### config.mk
export PLATFORM = sky130hd
export DESIGN_NAME = asoc_divider
export DESIGN_NICKNAME = d
export VERILOG_FILES = /design/src/asoc_pkg.sv /design/src/asoc_divider.sv
export SDC_FILE = /design/constraint.sdc
export NUM_CORES = 2
export LEC_CHECK = 0
export BUFFER_PORTS_ARGS = -buffer_cell sky130_fd_sc_hd__buf_2
export CAP_MARGIN = 0
export CORE_ASPECT_RATIO = 0.75
export CORE_MARGIN = 2
export CORE_UTILIZATION = 40
export CTS_CLUSTER_SIZE = 10
export DETAILED_ROUTE_END_ITERATION = 7
export GPL_TIMING_DRIVEN = 0
export PLACE_DENSITY = 0.67
export SLEW_MARGIN = 20
export SYNTH_ARGS = -nofsm -noshare
export SYNTH_HDL_FRONTEND = slang
export SYNTH_SLANG_ARGS = --single-unit
### constraint.sdc
create_clock -name clk_i -period 6.6 [get_ports clk_i]
set_input_delay 0.33 -clock clk_i [delete_from_list [all_inputs] [get_ports clk_i]]
set_output_delay 0.33 -clock clk_i [all_outputs]
set_load 0.02 [all_outputs]
### src/asoc_pkg.sv
// ----------------------------------------------------------------------------
// asoc_pkg
// Shared types and constants of the source-over compositing pipeline.
// ----------------------------------------------------------------------------
package asoc_pkg;

  localparam int unsigned ChanW   = 8;
  localparam int unsigned NumW    = 33;
  localparam int unsigned DenW    = 25;
  localparam int unsigned QuotW   = 8;
  localparam int unsigned Lanes   = 4;
  localparam int unsigned StepsPerStage = 2;
  localparam int unsigned DivStages     = QuotW / StepsPerStage;

  localparam logic [7:0]  ALPHA_ONE = 8'd255;
  localparam logic [15:0] ALPHA_SQ  = 16'd65025;
  localparam logic [DenW-1:0] ALPHA_DIV = DenW'(130050);
  localparam logic [DenW-1:0] MCOPY_DIV = DenW'(510);

  // Lane that carries the alpha quotient; lanes below it are red, green, blue.
  localparam int unsigned AlphaLane = 3;

  typedef enum logic [1:0] {
    MODE_COPY       = 2'd0,
    MODE_BLEND      = 2'd1,
    MODE_MASK_BLEND = 2'd2,
    MODE_MASK_COPY  = 2'd3
  } mode_e;

  typedef enum logic [2:0] {
    SEL_DIV,
    SEL_SRC,
    SEL_SRC_DIVA,
    SEL_DST,
    SEL_ZERO
  } sel_e;

  typedef struct packed {
    logic [ChanW-1:0] sr;
    logic [ChanW-1:0] sg;
    logic [ChanW-1:0] sb;
    logic [ChanW-1:0] sa;
    logic [ChanW-1:0] dr;
    logic [ChanW-1:0] dg;
    logic [ChanW-1:0] db;
    logic [ChanW-1:0] da;
    logic [ChanW-1:0] ma;
  } pix_in_t;

  typedef struct packed {
    sel_e             sel;
    logic [ChanW-1:0] sr;
    logic [ChanW-1:0] sg;
    logic [ChanW-1:0] sb;
    logic [ChanW-1:0] sa;
    logic [ChanW-1:0] dr;
    logic [ChanW-1:0] dg;
    logic [ChanW-1:0] db;
    logic [ChanW-1:0] da;
  } side_t;

  typedef struct packed {
    logic            qbit;
    logic [NumW-1:0] rem;
  } step_t;

  // One restoring division step for quotient bit position pos.
  function automatic step_t div_step(logic [NumW-1:0] rem, logic [DenW-1:0] den,
                                     int unsigned pos);
    logic [NumW-1:0] sh;
    step_t           res;
    sh = NumW'(den) << pos;
    if (rem >= sh) begin
      res.qbit = 1'b1;
      res.rem  = rem - sh;
    end else begin
      res.qbit = 1'b0;
      res.rem  = rem;
    end
    return res;
  endfunction

endpackage

### src/asoc_divider.sv
// ----------------------------------------------------------------------------
// asoc_divider
// Pipelined restoring divider, two quotient bits per stage on every lane.
// ----------------------------------------------------------------------------
module asoc_divider import asoc_pkg::*; (
  input  logic             clk_i,
  input  logic             rst_ni,
  input  logic             en_i,
  input  logic             valid_i,
  input  logic [NumW-1:0]  num_i [Lanes],
  input  logic [DenW-1:0]  den_i [Lanes],
  input  side_t            side_i,
  output logic             valid_o,
  output logic [QuotW-1:0] quot_o [Lanes],
  output side_t            side_o
);

  logic             v_q    [DivStages];
  logic [NumW-1:0]  rem_q  [DivStages][Lanes];
  logic [NumW-1:0]  rem_d  [DivStages][Lanes];
  logic [DenW-1:0]  den_q  [DivStages][Lanes];
  logic [QuotW-1:0] quo_q  [DivStages][Lanes];
  logic [QuotW-1:0] quo_d  [DivStages][Lanes];
  side_t            side_q [DivStages];

  // The dividend is always below 256 times the divisor, so eight bits suffice.
  always_comb begin
    logic [NumW-1:0]  r;
    logic [DenW-1:0]  d;
    logic [QuotW-1:0] q;
    step_t            st;
    for (int k = 0; k < DivStages; k++) begin
      for (int l = 0; l < Lanes; l++) begin
        if (k == 0) begin
          r = num_i[l];
          d = den_i[l];
          q = '0;
        end else begin
          r = rem_q[k-1][l];
          d = den_q[k-1][l];
          q = quo_q[k-1][l];
        end
        for (int j = 0; j < StepsPerStage; j++) begin
          st = div_step(r, d, QuotW - 1 - k * StepsPerStage - j);
          r  = st.rem;
          q[QuotW - 1 - k * StepsPerStage - j] = st.qbit;
        end
        rem_d[k][l] = r;
        quo_d[k][l] = q;
      end
    end
  end

  always_ff @(posedge clk_i or negedge rst_ni) begin
    if (!rst_ni) begin
      for (int k = 0; k < DivStages; k++) begin
        v_q[k] <= 1'b0;
      end
    end else if (en_i) begin
      v_q[0] <= valid_i;
      for (int k = 1; k < DivStages; k++) begin
        v_q[k] <= v_q[k-1];
      end
    end
  end

  always_ff @(posedge clk_i) begin
    if (en_i) begin
      rem_q     <= rem_d;
      quo_q     <= quo_d;
      den_q[0]  <= den_i;
      side_q[0] <= side_i;
      for (int k = 1; k < DivStages; k++) begin
        den_q[k]  <= den_q[k-1];
        side_q[k] <= side_q[k-1];
      end
    end
  end

  assign valid_o = v_q[DivStages-1];
  assign quot_o  = quo_q[DivStages-1];
  assign side_o  = side_q[DivStages-1];

endmodule

==> results.txt <==
initial antenna violation count: 30
worst hold endpoint: rem_q[440]
worst relative slew slack: 0.375
Tmin final: 6.44 ns
Synth Cell Area: 78,800 sq um
Port Buf Inserts: 402
Initial DRC Count: 4,859
HP Class: primary input to flip-flop
DRC: 0
Critical R2R Launch: den_q[0][74]
GRT Total Usage: 0.213
Routed Antenna Nets: 0
H-tree depth: 4
crit path kind: flip-flop to flip-flop
CTS Buf Count: 131
number of synthesized flops with an enable pin: 1,044
most frequent cells in the layout: edfxtp_1 (1,044), ha_1 (797), a21oi_1 (724)
Yosys top cell area share: 0.398
Placed Cells: 11,100
largest net degree at the start of global routing: 144
P_leak: 38.1 nW
clk_lat worst skew: 0.80 ns
final net count: 10,000
Yosys cell types: 99
CTS tree: done
number of synthesized register bits: 1,048
Most used DFF post-synth: edfxtp_1
Hold Crit Start: num_i[44]
Final Setup Violations: 0
actual slew at the worst max-slew pin: 0.929 ns
# fillers: 18,200
vias in the first global route: 61,600
CTS sink cnt: 1,048
final hold vios: 0
placer congestion estimate: 0.935
synth warn: 0
die width: 516 microns
async set-reset flop share out of synthesis: 0.00382
grt total ovfl: 0
R2R depth: 23
Worst Skew: 0.0660 ns
first-pass GRT wire length: 340,000 microns
crit end category: flip-flop
non-filler instance count after layout: 11,600
P per Cell Area: 509 nW/um^2
synth top area cells: edfxtp_1 (40%), ha_1 (13%), a21oi_1 (4.8%)
syn_nets: 9,213
max frequency: 155 MHz
syn avg cell area: 9.75 sq um
Ports: 403
CTS clk-pin slew, worst paths: 0.05 ns
status: complete, no violations
Slew Limit Fails: 0
reg-to-reg endpoint: rem_q[362]
via/cell ratio: 5.50
Worst Path Max Fanout: 10
worst endpoint required time: 7.11 ns
Pre-Repair DR Iteration Count: 8
per-cell routed wire length: 19.1 microns
Util after Layout: 0.466
CP Launch Type: flip-flop
die area: 201,000 sq um
detailed placer's ending HPWL: 177,000 microns
Seq/Total Area, Yosys: 0.399
Clock Tree Root: clkbuf_16
commonest non-fill, non-tap cell in the layout: edfxtp_1
area leader, netlist: edfxtp_1
flop2flop setup slack: 0.16 ns
routed via count: 63,800
Area Overhead vs Synth: 16.2%
Detailed Route WL: 222,000 microns
maximum vdd drop: 0.000287 V
Worst Hold Margin: 0.0574 ns
Max Buffers Root-to-Sink: 3
layout cells sized above 1: 0.127
die height: 388 microns
Core Rows: 141
Syn Inst Count: 8,082
CP arrival: 6.95 ns
Max-Cap Viols: 0
CORE AREA: 196,000 sq um
Initial Util: 0.401
final worst-path cycle share: 0.976
WHS Path Cells: 5
## worst max-delay path by stage
| stage | from | end | cells past startpoint |
|---|---|---|---|
| 4_1_cts | rem_q[500] | rem_q[389] | 26 |
| 5_1_grt | rem_q[500] | rem_q[395] | 25 |
| 2_1_floorplan | num_i[106] | rem_q[510] | 28 |
| 6_report | den_q[0][74] | rem_q[362] | 23 |
| 3_5_place_dp | den_q[1][7] | rem_q[164] | 24 |
| 3_3_place_gp | en_i | valid_o | 2 |
## registers in the layout, summed over array words and instances, names as in the netlist
name     flops
den_q      300
quo_d       48
v_q          3
valid_o      1
quot_o      32
side_q     268
rem_q      396
## cells by family after synthesis
logic type | Yosys count | share of synthesized area
xor+xnor | 615 | 0.0684
buf+inv | 824 | 0.0404
fa+ha+maj | 828 | 0.134
simple gates | 2097 | 0.128
mux | 282 | 0.0399
flops | 1048 | 0.399
compound gates | 2388 | 0.190
## Yosys cell counts, types with 25 or more instances
master    count
a211oi_1     69
a21boi_0     32
a21o_1      352
nand2b_1     83
and2_1       40
nor2b_1      90
inv_1       664
buf_2        41
nand4_1     114
edfxtp_1   1044
xor2_1      197
and3_1       64
nand2_1     647
ha_1        800
o21bai_1    111
nor3_1      117
a211o_1      25
nand3_1     153
nor4_1       43
a21oi_1     748
mux2_2      251
clkbuf_1     91
or2_2        25
and4_1       28
or4_1        26
xnor2_1     418
o31ai_1      61
fa_1         28
o211ai_1     36
o21ai_0     563
a31oi_1      76
o21a_1       83
nor2_1      548
or3_1        42
mux2i_1      29
## worst max-delay path, cell delays in order (launching register included)
cell and delay [ns]:
edfxtp_1 0.49, inv_1 0.12, ha_1 0.41, nand2_1 0.21, or4_1 0.58, or4_1 0.62, nand3_2 0.14, a21o_2 0.15
buf_2 0.29, buf_2 0.33, nor2_1 0.07, a21oi_1 0.24, ha_1 0.36, a21oi_1 0.21, o21ai_0 0.11, a21oi_1 0.19
a21oi_1 0.13, o41ai_2 0.38, o2111ai_1 0.21, a21oi_2 0.27, o211ai_1 0.11, a21oi_1 0.18, nand2_1 0.08, mux2_2 0.29
## timing repair
item,CTS,global route
buffers inserted,11,34
hold buffers,213,0
pin swaps,10,28
resized for setup,85,143
setup endpoints to repair,289,346
hold endpoints to repair,261,0
## metrics by stage
step                      instance area [sq um]  setup WS [ns]  TNS, ns  total power [mW]
after floorplan                           78800          0.234        0              32.1
after global placement                    84100         -11.39        -              38.0
after detailed placement                  84300          -1.75  -246.11              38.3
after CTS                                 90800        0.00891        0              45.8
after global routing                      91500         -0.106    -1.96              50.3
final                                     91500          0.160        0              46.6
## layout make-up
type	count	area, sq um	share of cell area
sequential	1048	31500	0.344
inverter	673	2530	0.0276
clock inverter	38	653	0.00713
tap	2645	3310	0.0362
buffer	150	778	0.00850
clock buffer	152	3360	0.0367
antenna	19	47.5	0.000519
timing repair buffer	667	4700	0.0514
multi-input combinational	6210	44700	0.488
## report_power, final
part / switching, mW / internal [mW]
registers: 1.02 / 9.90
clock network: 2.89 / 3.90
logic: 16.2 / 12.7
total: 20.1 / 26.5
## metal layers
metal | part of all wire | global-route usage | vias up | routed length, microns
met5 | 0.000059 | 0 | - | 13
met4 | 0.039 | 0.0852 | 2 | 8640
met3 | 0.044 | 0.0262 | 393 | 9830
met2 | 0.46 | 0.343 | 1792 | 101000
met1 | 0.46 | 0.290 | 30000 | 102000
li1 | - | - | 31500 | -
(Power assumes the default switching activity.)
