## src/asoc_pkg.sv

```systemverilog
// ----------------------------------------------------------------------------
// asoc_pkg
// Shared types and constants of the source-over compositing pipeline.
// ----------------------------------------------------------------------------
package asoc_pkg;

  localparam int unsigned ChanW   = 8;
  localparam int unsigned NumW    = 33;
  localparam int unsigned DenW    = 25;
  localparam int unsigned QuotW   = 8;
  localparam int unsigned Lanes   = 4;
  localparam int unsigned StepsPerStage = 2;
  localparam int unsigned DivStages     = QuotW / StepsPerStage;

  localparam logic [7:0]  ALPHA_ONE = 8'd255;
  localparam logic [15:0] ALPHA_SQ  = 16'd65025;
  localparam logic [DenW-1:0] ALPHA_DIV = DenW'(130050);
  localparam logic [DenW-1:0] MCOPY_DIV = DenW'(510);

  // Lane that carries the alpha quotient; lanes below it are red, green, blue.
  localparam int unsigned AlphaLane = 3;

  typedef enum logic [1:0] {
    MODE_COPY       = 2'd0,
    MODE_BLEND      = 2'd1,
    MODE_MASK_BLEND = 2'd2,
    MODE_MASK_COPY  = 2'd3
  } mode_e;

  typedef enum logic [2:0] {
    SEL_DIV,
    SEL_SRC,
    SEL_SRC_DIVA,
    SEL_DST,
    SEL_ZERO
  } sel_e;

  typedef struct packed {
    logic [ChanW-1:0] sr;
    logic [ChanW-1:0] sg;
    logic [ChanW-1:0] sb;
    logic [ChanW-1:0] sa;
    logic [ChanW-1:0] dr;
    logic [ChanW-1:0] dg;
    logic [ChanW-1:0] db;
    logic [ChanW-1:0] da;
    logic [ChanW-1:0] ma;
  } pix_in_t;

  typedef struct packed {
    sel_e             sel;
    logic [ChanW-1:0] sr;
    logic [ChanW-1:0] sg;
    logic [ChanW-1:0] sb;
    logic [ChanW-1:0] sa;
    logic [ChanW-1:0] dr;
    logic [ChanW-1:0] dg;
    logic [ChanW-1:0] db;
    logic [ChanW-1:0] da;
  } side_t;

  typedef struct packed {
    logic            qbit;
    logic [NumW-1:0] rem;
  } step_t;

  // One restoring division step for quotient bit position pos.
  function automatic step_t div_step(logic [NumW-1:0] rem, logic [DenW-1:0] den,
                                     int unsigned pos);
    logic [NumW-1:0] sh;
    step_t           res;
    sh = NumW'(den) << pos;
    if (rem >= sh) begin
      res.qbit = 1'b1;
      res.rem  = rem - sh;
    end else begin
      res.qbit = 1'b0;
      res.rem  = rem;
    end
    return res;
  endfunction

endpackage

```

## src/asoc_front.sv

```systemverilog
// ----------------------------------------------------------------------------
// asoc_front
// Four register stages that form the dividend and divisor of every lane.
// ----------------------------------------------------------------------------
module asoc_front import asoc_pkg::*; (
  input  logic                clk_i,
  input  logic                rst_ni,
  input  logic                en_i,
  input  logic                valid_i,
  input  mode_e               mode_i,
  input  pix_in_t             px_i,
  output logic                valid_o,
  output logic [NumW-1:0]     num_o [Lanes],
  output logic [DenW-1:0]     den_o [Lanes],
  output side_t               side_o
);

  // Stage 1: effective source alpha.
  logic        s1_valid_q;
  logic [15:0] s1_s_q, s1_s_d;
  pix_in_t     s1_px_q;
  mode_e       s1_mode_q;

  // Stage 2: products of alpha terms.
  logic        s2_valid_q;
  logic [15:0] s2_s_q;
  logic [23:0] s2_sa255_q, s2_sa255_d;
  logic [23:0] s2_adt_q, s2_adt_d;
  logic [23:0] s2_cs_q [3];
  logic [23:0] s2_cs_d [3];
  pix_in_t     s2_px_q;
  mode_e       s2_mode_q;

  // Stage 3: colour terms and result alpha.
  logic        s3_valid_q;
  logic [15:0] s3_s_q;
  logic [23:0] s3_bp_q, s3_bp_d;
  logic [31:0] s3_x1_q [3];
  logic [31:0] s3_x1_d [3];
  logic [31:0] s3_x2_q [3];
  logic [31:0] s3_x2_d [3];
  pix_in_t     s3_px_q;
  mode_e       s3_mode_q;

  // Stage 4: divider operands.
  logic            s4_valid_q;
  logic [NumW-1:0] s4_num_q [Lanes];
  logic [NumW-1:0] s4_num_d [Lanes];
  logic [DenW-1:0] s4_den_q [Lanes];
  logic [DenW-1:0] s4_den_d [Lanes];
  side_t           s4_side_q, s4_side_d;

  logic [7:0]  mm;
  logic [15:0] t;
  logic [7:0]  cs1 [3];
  logic [7:0]  cd2 [3];
  logic [7:0]  cd3 [3];
  logic [31:0] n4;

  always_comb begin
    mm     = (mode_i == MODE_BLEND) ? ALPHA_ONE : px_i.ma;
    s1_s_d = 16'(mm) * 16'(px_i.sa);
  end

  always_comb begin
    cs1[0]     = s1_px_q.sr;
    cs1[1]     = s1_px_q.sg;
    cs1[2]     = s1_px_q.sb;
    t          = ALPHA_SQ - s1_s_q;
    s2_sa255_d = (24'(s1_s_q) << 8) - 24'(s1_s_q);
    s2_adt_d   = 24'(s1_px_q.da) * 24'(t);
    for (int c = 0; c < 3; c++) begin
      s2_cs_d[c] = 24'(cs1[c]) * 24'(s1_s_q);
    end
  end

  always_comb begin
    cd2[0]  = s2_px_q.dr;
    cd2[1]  = s2_px_q.dg;
    cd2[2]  = s2_px_q.db;
    s3_bp_d = s2_sa255_q + s2_adt_q;
    for (int c = 0; c < 3; c++) begin
      s3_x1_d[c] = (32'(s2_cs_q[c]) << 8) - 32'(s2_cs_q[c]);
      s3_x2_d[c] = 32'(cd2[c]) * 32'(s2_adt_q);
    end
  end

  always_comb begin
    cd3[0] = s3_px_q.dr;
    cd3[1] = s3_px_q.dg;
    cd3[2] = s3_px_q.db;
    n4     = '0;
    for (int c = 0; c < 3; c++) begin
      n4          = s3_x1_q[c] + s3_x2_q[c];
      s4_num_d[c] = (NumW'(n4) << 1) + NumW'(s3_bp_q);
      s4_den_d[c] = {s3_bp_q, 1'b0};
    end
    if (s3_mode_q == MODE_MASK_COPY) begin
      s4_num_d[AlphaLane] = (NumW'(s3_s_q) << 1) + NumW'(ALPHA_ONE);
      s4_den_d[AlphaLane] = MCOPY_DIV;
    end else begin
      s4_num_d[AlphaLane] = (NumW'(s3_bp_q) << 1) + NumW'(ALPHA_SQ);
      s4_den_d[AlphaLane] = ALPHA_DIV;
    end
    s4_side_d.sr = s3_px_q.sr;
    s4_side_d.sg = s3_px_q.sg;
    s4_side_d.sb = s3_px_q.sb;
    s4_side_d.sa = s3_px_q.sa;
    s4_side_d.dr = s3_px_q.dr;
    s4_side_d.dg = s3_px_q.dg;
    s4_side_d.db = s3_px_q.db;
    s4_side_d.da = s3_px_q.da;
    unique case (s3_mode_q)
      MODE_COPY:       s4_side_d.sel = SEL_SRC;
      MODE_MASK_COPY:  s4_side_d.sel = SEL_SRC_DIVA;
      MODE_MASK_BLEND: s4_side_d.sel = (s3_s_q == '0) ? SEL_DST : SEL_DIV;
      MODE_BLEND:      s4_side_d.sel = (s3_bp_q == '0) ? SEL_ZERO : SEL_DIV;
      default:         s4_side_d.sel = SEL_DIV;
    endcase
  end

  always_ff @(posedge clk_i or negedge rst_ni) begin
    if (!rst_ni) begin
      s1_valid_q <= 1'b0;
      s2_valid_q <= 1'b0;
      s3_valid_q <= 1'b0;
      s4_valid_q <= 1'b0;
    end else if (en_i) begin
      s1_valid_q <= valid_i;
      s2_valid_q <= s1_valid_q;
      s3_valid_q <= s2_valid_q;
      s4_valid_q <= s3_valid_q;
    end
  end

  always_ff @(posedge clk_i) begin
    if (en_i) begin
      s1_s_q     <= s1_s_d;
      s1_px_q    <= px_i;
      s1_mode_q  <= mode_i;
      s2_s_q     <= s1_s_q;
      s2_sa255_q <= s2_sa255_d;
      s2_adt_q   <= s2_adt_d;
      s2_cs_q    <= s2_cs_d;
      s2_px_q    <= s1_px_q;
      s2_mode_q  <= s1_mode_q;
      s3_s_q     <= s2_s_q;
      s3_bp_q    <= s3_bp_d;
      s3_x1_q    <= s3_x1_d;
      s3_x2_q    <= s3_x2_d;
      s3_px_q    <= s2_px_q;
      s3_mode_q  <= s2_mode_q;
      s4_num_q   <= s4_num_d;
      s4_den_q   <= s4_den_d;
      s4_side_q  <= s4_side_d;
    end
  end

  assign valid_o = s4_valid_q;
  assign num_o   = s4_num_q;
  assign den_o   = s4_den_q;
  assign side_o  = s4_side_q;

endmodule

```

## config.mk

```make
export PLATFORM = sky130hd
export DESIGN_NAME = asoc_front
export DESIGN_NICKNAME = d
export VERILOG_FILES = /design/src/asoc_pkg.sv /design/src/asoc_front.sv
export SDC_FILE = /design/constraint.sdc
export NUM_CORES = 2
export LEC_CHECK = 0
export BUFFER_PORTS_ARGS = -buffer_cell sky130_fd_sc_hd__buf_2
export CAP_MARGIN = 10
export CORE_MARGIN = 3
export CORE_UTILIZATION = 45
export CTS_BUF_LIST = sky130_fd_sc_hd__clkbuf_16
export CTS_CLUSTER_SIZE = 14
export DETAILED_ROUTE_END_ITERATION = 10
export SYNTH_ARGS = -nofsm -noshare
export SYNTH_HDL_FRONTEND = slang
export SYNTH_SLANG_ARGS = --single-unit
```

## constraint.sdc

```tcl
create_clock -name clk_i -period 6 [get_ports clk_i]
set_input_delay 0.3 -clock clk_i [delete_from_list [all_inputs] [get_ports clk_i]]
set_output_delay 0.3 -clock clk_i [all_outputs]
set_load 0.02 [all_outputs]
```

==> results.sh <==
export IMPL_nNetsFinal=8974
export IMPL_critical_path_buf_inv_count=3
export IMPL_hp_start="px_i[0]"
export IMPL_cts_tree="yes"
export IMPL_max_cap_violations=0
export IMPL_synth_ff_type="edfxtp_1"
export IMPL_grt_max_degree=180
export IMPL_clk_pin_slew_ps=60
export IMPL_yosys_area_top_type="edfxtp_1"
export IMPL_start_kind="flip-flop"
export IMPL_cts_max_level=3
export IMPL_fillers=14800
export IMPL_cp_depth=19
export IMPL_die_h_um=410
export IMPL_finClkSkew_ps=33.6
export IMPL_io_pins=378
export IMPL_clk_latency_ps=740
export IMPL_max_slew_margin_pct=17.7
export IMPL_rr_endpoint="s3_x2_q[94]"
export IMPL_timing_final_crit_share_pct=95.7
export IMPL_register_area_um2=24000
export IMPL_worstMarginPinSlew_ps=1230
export IMPL_gp_congestion=0.892
export IMPL_portBuffers=355
export IMPL_routed_wl_mm=199
export IMPL_setup_tns_final_ps=0
export IMPL_drt_iter0_drc=3313
export IMPL_yosysTopAreaCellShare_pct=32.4
export IMPL_r2r_start="s2_adt_q[9]"
export IMPL_drive_gt1_share_pct=10.1
export IMPL_synthCells=7052
export IMPL_ys_top_cells_by_count="inv_1, edfxtp_1, fa_1, nand2_1, ha_1"
export IMPL_synth_edf_count=795
export IMPL_place_detailed_hpwl_mm=156
export IMPL_syn_avg_cell_area_um2=10.4
export IMPL_crit_type="flip-flop to flip-flop"
export IMPL_grt_pass1_vias=53300
export IMPL_fmax_mhz=174
export IMPL_std_cell_rows=147
export IMPL_cp_cell_sequence="buf_4 > nand2_1 > fa_1 > fa_1 > inv_1 > fa_1 > fa_1 > ha_1 > a21o_1 > a21o_1 > a211oi_1 > o221a_2 > inv_1 > o311ai_1 > o22ai_1 > o21ai_1 > o2111ai_1 > a21oi_1 > xnor2_1"
export IMPL_coreArea_um2=161000
export IMPL_areaGrowthSynthToFinish_pct=11.8
export IMPL_multi_input_comb_area_um2=44800
export IMPL_drc=0
export IMPL_hold_viol=0
export IMPL_crit_path_max_incr_delay_ps=630
export IMPL_firstDrtPassIters=6
export IMPL_fin_crit_ps=5740
export IMPL_ys_warn_count=0
export IMPL_min_path_cells=4
export IMPL_cp_max_fo=10
export IMPL_synth_async_reset_ratio_pct=0.501
export IMPL_clkSinkCount=799
export IMPL_synthMostInstantiatedCell="inv_1"
export IMPL_vias=52000
export IMPL_cp_slowest_cell="edfxtp_1"
export IMPL_final_max_slew_viol_count=0
export IMPL_status="finished clean"
export IMPL_finalSetupViolations=0
export IMPL_die_w_um=410
export IMPL_crit_top_cell="fa_1"
export IMPL_wl_per_cell_um=20.5
export IMPL_cts_buffer_depth=3
export IMPL_crit_family="adder cells"
export IMPL_grt_pass1_wl_mm=311
export IMPL_cts_root_buf="clkbuf_16"
export IMPL_cp_arrival_ps=6230
export IMPL_synth_cell_types=96
export IMPL_syn_area_um2=73600
export IMPL_ys_ff_latch=799
export IMPL_holdPathEnd="s1_s_q[0]"
export IMPL_antenna_found_initial=12
export IMPL_seq_area_frac_synth_pct=32.6
export IMPL_grt_ovfl_total=0
export IMPL_ant_nets=0
export IMPL_cts_buffers=94
export IMPL_min_path_type="primary input to flip-flop"
export IMPL_endpoint_kind="flip-flop"
export IMPL_grt_usage_pct=23.9
export IMPL_synth_area_top_cells="edfxtp_1, fa_1, ha_1"
export IMPL_worst_endpoint_required_ps=6490
export IMPL_initial_utilization_pct=45.6
export IMPL_r2r_cells=19
export IMPL_rrSetupSlack_ps=260
export IMPL_die_area_um2=168000
export IMPL_viasPerCell=5.34
how the worst max path moves through the flow:
stage                      from            to
global route          s1_s_q[2]  s2_adt_q[23]
detailed placement  s2_adt_q[8]   s3_x2_q[95]
global placement    s2_adt_q[7]   s3_x2_q[30]
floorplan             s1_s_q[2]  s2_adt_q[22]
CTS                 s2_adt_q[7]   s3_x2_q[95]
finish              s2_adt_q[9]   s3_x2_q[94]
registers in the layout (all words and copies together) (netlist names), 25 cells and up:
| signal | cells |
|---|---|
| den_o | 25 |
| s3_x2_q | 96 |
| s2_cs_q | 72 |
| num_o | 122 |
| s1_px_q | 40 |
| s3_px_q | 40 |
| s3_x1_q | 96 |
| s2_px_q | 40 |
| side_o | 67 |
timing repair:
item	CTS	global route
setup endpoints to repair	0	11
hold buffers	69	0
hold endpoints to repair	72	0
resized for setup	0	11
setup buffers	0	13
metal layers:
| metal | wire, um | up-vias | share of wire (%) | global-route usage [%] |
|---|---|---|---|---|
| met2 | 95100 | 1401 | 48 | 40.2 |
| li1 | - | 24300 | - | - |
| met1 | 86400 | 26100 | 43 | 32.0 |
| met4 | 5860 | 0 | 2.9 | 6.67 |
| met3 | 12100 | 265 | 6.1 | 3.80 |
| met5 | 0 | - | 0 | 0 |
tightest hold or removal path, delay by kind of cell:
family,cells,cell delay (ps)
AND/OR/NAND/NOR,2,140
buffers and inverters,2,240
cells in the final DEF, fill, tap and decap left out, types with 17 or more instances in the layout:
master         synthesis  layout
o21ai_0              181     180
o21a_1                54      54
and3_1                50      50
inv_1                945     958
edfxtp_1             795     795
or3_1                 31      31
conb_1                 2      22
nand4_1               30      30
nor3_1               104     104
a31oi_1               46      46
o21ai_1               16      17
nor2b_1              111     111
o211ai_1              21      21
fa_1                 775     775
a21oi_1              297     296
dlygate4sd3_1          0      69
o21bai_1              40      40
nor4_1                21      20
nor2_1               298     298
a211oi_1              35      34
buf_2                  4     354
nand3_1              100     100
and2_1               579     579
buf_4                 85     181
clkbuf_16              0      95
ha_1                 617     617
xnor2_1              349     348
nand2b_1              39      39
a21o_1               127     127
xor2_1               123     123
nand2_1              734     733
cell type report:
cell class	count	share of cell area [%]
multi-input cells	5041	54.5
flip-flops and latches	799	29.1
repair buffers	623	5.08
inverters	945	4.31
well taps	2160	3.29
clock buffers	95	2.89
clock inverters	74	0.803
diodes	5	0.0152
cell families after synthesis:
group / synth area share [%]
and+or+nand+nor: 14.7
muxes: 0.102
AOI/OAI and AO/OA: 8.65
DFF: 32.6
adders and majority gates: 31.6
buffers and inverters: 6.73
other: 0.0102
xor gates and xnor gates: 5.62
per-stage QoR:
step	instances	cell area (um^2)	hold slack (ps)	util [%]	setup slack, ps
after floorplan	7072	73700	4.41	-	378
after CTS	9724	82100	7.85	50.8	192
after global placement	9486	78300	107	48.5	292
after detailed placement	9486	78300	106	48.5	217
after global routing	9737	82200	73.0	50.9	-4.44
final	9742	82200	63.8	50.9	260
Power is not shown: default switching activity piles up to over one toggle a cycle in this logic, so the estimate is an artifact.
